--- src/rtl/tsdf_pkg.sv ---
// shared constants, codes and types for the voxel fuse and sample block
// no dependencies
package tsdf_pkg;

  // default grid size per axis
  localparam int SIZE_X_DEF = 64;
  localparam int SIZE_Y_DEF = 64;
  localparam int SIZE_Z_DEF = 64;

  // word widths
  localparam int IN_DATA_W  = 104;
  localparam int OUT_DATA_W = 32;
  localparam int CFG_ADDR_W = 3;
  localparam int CFG_DATA_W = 16;

  // action codes
  localparam logic [1:0] ACT_FUSE   = 2'd0;
  localparam logic [1:0] ACT_SAMPLE = 2'd1;
  localparam logic [1:0] ACT_CLEAR  = 2'd2;
  localparam logic [1:0] ACT_UNUSED = 2'd3;

  // status codes
  localparam logic [1:0] STAT_DONE = 2'd0;
  localparam logic [1:0] STAT_OUT  = 2'd1;
  localparam logic [1:0] STAT_SKIP = 2'd2;

  // register indexes
  localparam logic [2:0] CFG_INV_X = 3'd0;
  localparam logic [2:0] CFG_INV_Y = 3'd1;
  localparam logic [2:0] CFG_INV_Z = 3'd2;
  localparam logic [2:0] CFG_POS_T = 3'd3;
  localparam logic [2:0] CFG_NEG_T = 3'd4;
  localparam logic [2:0] CFG_MAX_W = 3'd5;

  // register reset values
  localparam logic [15:0] INV_RST   = 16'd5461;
  localparam logic [14:0] POS_RST   = 15'd410;
  localparam logic [15:0] NEG_RST   = 16'hFE6D;
  localparam logic [15:0] MAXW_RST  = 16'hFFFF;

  // shared restoring divider widths
  localparam int DIV_RW = 50;
  localparam int DIV_DW = 34;
  localparam int DIV_QW = 17;

  typedef struct packed {
    logic                start;
    logic [DIV_RW-1:0]   num;
    logic [DIV_DW-1:0]   den;
  } div_req_t;

  typedef struct packed {
    logic                done;
    logic [DIV_QW-1:0]   quo;
  } div_rsp_t;

endpackage

--- src/rtl/tsdf_div.sv ---
// restoring divider, one quotient bit per cycle
// depends on tsdf_pkg for widths and request/response types
module tsdf_div (
  input  logic               clk,
  input  logic               rst_n,
  input  tsdf_pkg::div_req_t req,
  output tsdf_pkg::div_rsp_t rsp
);

  localparam int RW = tsdf_pkg::DIV_RW;
  localparam int QW = tsdf_pkg::DIV_QW;
  localparam int CW = $clog2(QW);

  logic [RW-1:0] rem_r;
  logic [RW-1:0] dsh_r;
  logic [QW-1:0] q_r;
  logic [CW-1:0] cnt_r;
  logic          busy_r;
  logic          done_r;
  logic          ge;

  assign ge = rem_r >= dsh_r;

  // control
  always_ff @(posedge clk) begin
    if (!rst_n) begin
      busy_r <= 1'b0;
      done_r <= 1'b0;
      cnt_r  <= '0;
    end else begin
      done_r <= busy_r && !req.start && (cnt_r == '0);
      if (req.start) begin
        busy_r <= 1'b1;
        cnt_r  <= CW'(QW-1);
      end else if (busy_r) begin
        if (cnt_r == '0) begin
          busy_r <= 1'b0;
        end else begin
          cnt_r <= cnt_r - 1'b1;
        end
      end
    end
  end

  // datapath: compare, subtract, shift divisor down
  always_ff @(posedge clk) begin
    if (req.start) begin
      rem_r <= req.num;
      dsh_r <= RW'(req.den) << (QW-1);
    end else if (busy_r) begin
      if (ge) begin
        rem_r <= rem_r - dsh_r;
      end
      q_r   <= {q_r[QW-2:0], ge};
      dsh_r <= dsh_r >> 1;
    end
  end

  assign rsp.done = done_r;
  assign rsp.quo  = q_r;

endmodule

--- config.mk ---
export PLATFORM = sky130hd
export DESIGN_NAME = tsdf_div
export DESIGN_NICKNAME = d
export VERILOG_FILES = /design/src/rtl/tsdf_pkg.sv /design/src/rtl/tsdf_div.sv
export SDC_FILE = /design/constraint.sdc
export NUM_CORES = 1
export LEC_CHECK = 0
export CORE_MARGIN = 8
export CORE_UTILIZATION = 70
export CTS_CLUSTER_SIZE = 10
export DETAILED_ROUTE_END_ITERATION = 6
export DONT_BUFFER_PORTS = 1
export PLACE_DENSITY = 0.9
export SLEW_MARGIN = 20
export SYNTH_ARGS = -nofsm -noshare
export SYNTH_HDL_FRONTEND = slang
export SYNTH_SLANG_ARGS = --single-unit
--- constraint.sdc ---
create_clock -name clk -period 9.9 [get_ports clk]
set_input_delay 0.99 -clock clk [delete_from_list [all_inputs] [get_ports clk]]
set_output_delay 0.99 -clock clk [all_outputs]
set_load 0.005 [all_outputs]
After elaboration in Yosys (flattened, before gate mapping)
Index checks and enable logic that the tools add are counted.
Widths: inputs -> output; s select.
Word-level totals
  logic and storage cells: 37
  output and inout bits: 18
  input bits: 87
  flip-flop bits (word level): 124
Cells by class
  order comparisons: 1
  add/sub/neg operators: 2
  eq/ne operators: 1
  multiplexer cells: 11
  reduce and logical (&&, ||, !) cells: 11
  bitwise logic cells: 3
Operators with widths (number)
  $mux 50: 5
  $ge 50x50->1: 1
  $sub 50x50->50: 1
  $mux 5: 3
  $reduce_and 2->1: 4
  $logic_not 5->1: 1
  $sub 5x1->5 const B: 1
  $reduce_bool 2->1: 2
  $mux 1: 3
  $not 1->1: 3
  $logic_and 1x1->1: 2
  $ne 2x2->1 const B: 1
  $reduce_or 2->1: 1
  $logic_not 1->1: 1

Longest topological paths before layout
  depth after elaboration: 4
  mapped depth: 11
  mapped depth without buffers: 11

Least setup slack after synthesis
No wires, ideal clock.
  path type: register -> register
  start point: register rem_r[0]
  end point: register rem_r[0] (enable)
  path buffers: 0
  cell stages (with the launch flop): 12
  setup slack: 6123 ps
  arrival: 3370 ps
  required time: 9494 ps
  clock period less this slack: 3777 ps
  setup time: 406 ps
  cells stage by stage: edfxtp_1 inv_1 ha_1 fa_1 nor2b_1 o21bai_1 a21boi_2 o2111ai_1 o211ai_2 a41oi_2 o31ai_2 a21o_1
On the way
  word-level cells in the longest chain between the ends: 3
RTL lines
  from (decl): RTL line tsdf_div.sv:14  | logic [RW-1:0] rem_r;
  from (signal assigned): RTL line tsdf_div.sv:48  | rem_r <= req.num;
  from (signal assigned): RTL line tsdf_div.sv:52  | rem_r <= rem_r - dsh_r;
  $ge 50x50->1: RTL line tsdf_div.sv:22  | assign ge = rem_r >= dsh_r;
  net ge: RTL line tsdf_div.sv:20  | logic ge;
  $reduce_bool 2->1 (no source line)
  $reduce_and 2->1 (no source line)
The timed path passes the listed nets, and every way through them passes these cells.
A chain may end at the register's enable or synchronous reset.

Final worst setup path
  start point: register rem_r[0]
  end point: register rem_r[28] (enable)
The elaborated chain is that of the path after synthesis.

==> results.tsv <==
metric	value	unit
outcome	complete, no violations	
data required time of the worst path	9.96	ns
final total negative setup slack	0	ns
slowest stage cell, crit path	sky130_fd_sc_hd__buf_4	
maximum VDD drop	0.219	mV
number of cells traversed by the worst register-to-register path	12	
Register Area	3490	um^2
total half-perimeter wirelength after legalization and detailed placement	13400	um
width of the die	124	um
worst min path class	reg2reg	
global-route wire length before repair	30500	um
Max stage delay on crit path	0.53	ns
Syn Nets	1048	
Max Freq	251	MHz
number of global-route vias before repair	6402	
Total Routing Usage GR	25.5	%
Antenna Violating Nets Remaining	0	
number of buffers between clock root and the deepest sink	2	
number of synthesized flops with an enable pin	101	
number of buffers inserted during clock tree synthesis	17	
Synth async-reset ratio	0	%
multi-input combinational cell area	4220	um^2
placeable core region	11400	um^2
post-CTS repair timing setup buffer count	0	
number of setup violations in the final report	0	
warning count from the yosys run	0	
Hold EP	q_r[11]	
number of gates resized after CTS	0	
register bit count reported by yosys	124	
synthesized area	8140	um^2
final layout net count	1031	
Pre-antenna DRT Iters	6	
detailed-route DRC error count	0	
max-slew violation count	0	
leading cell types in the layout, fill and taps excluded	sky130_fd_sc_hd__nand2_1, sky130_fd_sc_hd__edfxtp_1, sky130_fd_sc_hd__o21ai_0, sky130_fd_sc_hd__nor2_1, sky130_fd_sc_hd__inv_1	
number of standard cells in the final layout excluding fillers	1047	
sort of element at the start of the critical path	register	
placed inst area	8150	um^2
average cell area after synthesis	8.97	um^2
layout filler cell count	789	
P per Cell Area	238	nW/um^2
Sinks on Clock Net	124	
via count of the routed design	6640	
maximum number of pins on one net before global-route repair	188	
period utilization	40.2	%
remaining global-route overflow	0	
layout cells sized above 1	6.42	%
start point of the worst min-delay path	q_r[10]	
distinct cell type count of the synthesized netlist	68	
starting utilization of the core area	71.6	%
cell area after layout	8740	um^2
leakage power total	3.43	nW
I/O pins	105	
Clock Latency Late Sink	0.43	ns
number of placed instances with taps included	1015	
startpoint of the worst-slack reg-to-reg timing path	rem_r[0]	
PortBufs	0	
most common cell after layout, fill and taps aside	sky130_fd_sc_hd__nand2_1	
largest driver fanout on the critical path	36	
arrival time of data at the critical path endpoint	4.04	ns
die area	15300	um^2
final count of hold timing violations	0	
weighted congestion reported at the end of routability-driven placement	0.917	
worst path cell trace	inv_1, ha_1, fa_1, nor2b_1, o21bai_1, a21boi_2, o2111ai_1, o211ai_2, a41oi_2, o31ai_2, a21o_2, buf_4	
Max transition margin	40.7	%
Total Power	2.08	mW
row cnt	39	
WHS Path Cells	0	
worst setup path class	reg2reg	
pin slew with the least headroom to its limit	0.889	ns
top flip-flop cell by instance count after synthesis	sky130_fd_sc_hd__edfxtp_1	
layout overhead on the synthesized area	7.31	%
shortest clock period the worst path allows after layout	3.98	ns
register-to-register path setup slack	5.92	ns
final worst clock skew	0.00947	ns
instance count of the mapped netlist	908	
via/cell ratio	6.34	
height of the die	124	um
initial antenna violation count	1	
unrepaired setup endpoints after global routing	false	
final wirelength	19000	um
TritonCTS clock tree	yes	
Worst-path clk slew	0.06	ns
CTS HTree Levels	4	
Seq/Total Area, Yosys	42.9	%
sort of element at the end of the critical path	register	
post-DR wirelength/cell	18.2	um
diode count	0	
terminus of the critical flop-to-flop path	rem_r[28]	
drt initial violations	838	
Max-cap violations	0	
clock root buffer	sky130_fd_sc_hd__clkbuf_16	
number of buffers inserted for hold repair after clock tree synthesis	0	
power by group:
group | switching, mW | total, mW | internal [mW] | leakage (nW)
Clock | 0.246 | 0.620 | 0.374 | 0.281
Sequential | 0.0284 | 0.691 | 0.662 | 1.20
Combinational | 0.469 | 0.765 | 0.296 | 1.95
Total | 0.743 | 2.08 | 1.33 | 3.43
synth_stat cells, types with 3 or more instances:
master,n,share of area (%)
sky130_fd_sc_hd__o21a_1,4,0.37
sky130_fd_sc_hd__and3_1,9,0.69
sky130_fd_sc_hd__xnor2_1,15,1.6
sky130_fd_sc_hd__nand4_1,8,0.61
sky130_fd_sc_hd__dfxtp_1,23,5.7
sky130_fd_sc_hd__nor2_1,70,3.2
sky130_fd_sc_hd__nor3_1,18,1.1
sky130_fd_sc_hd__inv_1,63,2.9
sky130_fd_sc_hd__or2_2,4,0.31
sky130_fd_sc_hd__a21oi_1,61,3.7
sky130_fd_sc_hd__a21o_1,23,2.1
sky130_fd_sc_hd__o31ai_1,5,0.46
sky130_fd_sc_hd__nor3b_1,3,0.28
sky130_fd_sc_hd__xor2_1,24,2.6
sky130_fd_sc_hd__and2_1,3,0.23
sky130_fd_sc_hd__buf_4,4,0.37
sky130_fd_sc_hd__o21ai_0,93,5.7
sky130_fd_sc_hd__edfxtp_1,101,37
sky130_fd_sc_hd__ha_1,52,8.0
sky130_fd_sc_hd__nand2_1,159,7.3
sky130_fd_sc_hd__buf_2,4,0.25
sky130_fd_sc_hd__nor2b_1,9,0.69
sky130_fd_sc_hd__a211oi_1,6,0.55
sky130_fd_sc_hd__mux2i_1,17,2.1
sky130_fd_sc_hd__o211ai_1,6,0.55
sky130_fd_sc_hd__o21bai_1,9,0.83
sky130_fd_sc_hd__nand3_1,10,0.61
sky130_fd_sc_hd__a21boi_0,3,0.28
sky130_fd_sc_hd__a31oi_1,9,0.69
sky130_fd_sc_hd__buf_6,4,0.55
sky130_fd_sc_hd__nand2b_1,6,0.46
sky130_fd_sc_hd__clkbuf_1,24,1.1
sky130_fd_sc_hd__o21ai_1,4,0.25
sky130_fd_sc_hd__a311oi_1,9,0.97
sky130_fd_sc_hd__nor4b_1,3,0.32
sky130_fd_sc_hd__buf_1,3,0.14
stage by stage:
step / util, % / hold WS (ns) / worst slack, ns
global placement: 71.7 / 0.477 / 6.18
detailed placement: 71.7 / 0.479 / 6.05
global route: 76.9 / 0.515 / 5.67
CTS: 76.9 / 0.494 / 5.94
finish: 76.9 / 0.487 / 5.92
floorplan: - / 0.452 / 6.12
state kept, by name (all words and copies together), names as in the netlist:
| name | flops |
|---|---|
| dsh_r | 50 |
| rem_r | 50 |
| q_r | 17 |
| cnt_r | 5 |
| busy_r | 1 |
| done_r | 1 |
worst max-delay path: cells and delay by family, from the launching register on:
family	cells	cell delay, ns
buffers and inverters	2	0.57
adder cells (fa/ha/maj)	2	0.62
flip-flops	1	0.33
AND/OR/NAND/NOR	1	0.22
AO/OA/AOI/OAI	7	1.88
per-layer routing:
layer | vias up | part of all wire [%] | track usage (%)
li1 | 3212 | - | -
met1 | 3064 | 42 | 31.6
met2 | 317 | 46 | 40.3
met3 | 45 | 8.3 | 7.21
met4 | 2 | 2.8 | 12.8
met5 | - | 0.068 | 0
how the worst max path moves through the flow:
stage	slack (ns)	cells past startpoint	end	startpoint
2_1_floorplan	6.12	11	rem_r[0]	rem_r[0]
3_3_place_gp	6.18	12	rem_r[23]	rem_r[0]
3_5_place_dp	6.05	12	rem_r[24]	rem_r[0]
4_1_cts	5.94	12	rem_r[33]	rem_r[0]
5_1_grt	5.67	12	rem_r[33]	rem_r[0]
6_report	5.92	12	rem_r[28]	rem_r[0]
kinds of logic (layout without fill, tap and decap cells):
group,count (synthesis),after routing,synth area share [%]
and+or+nand+nor,314,314,17.1
AOI/OAI and AO/OA,258,258,20.0
DFF,124,124,42.9
buffers and inverters,102,98,5.32
adders and majority gates,53,53,8.23
xor gates and xnor gates,39,39,4.19
muxes,18,18,2.23
cell type report:
class                   count  share of cell area, %
well taps                 143                   2.05
multi-input cells         682                   48.3
clock inverters            15                   1.86
flip-flops and latches    124                   40.0
clock buffers              17                   4.87
repair buffers              3                  0.258
inverters                  63                   2.71
No activity file was read; power rests on OpenSTA's default activity.
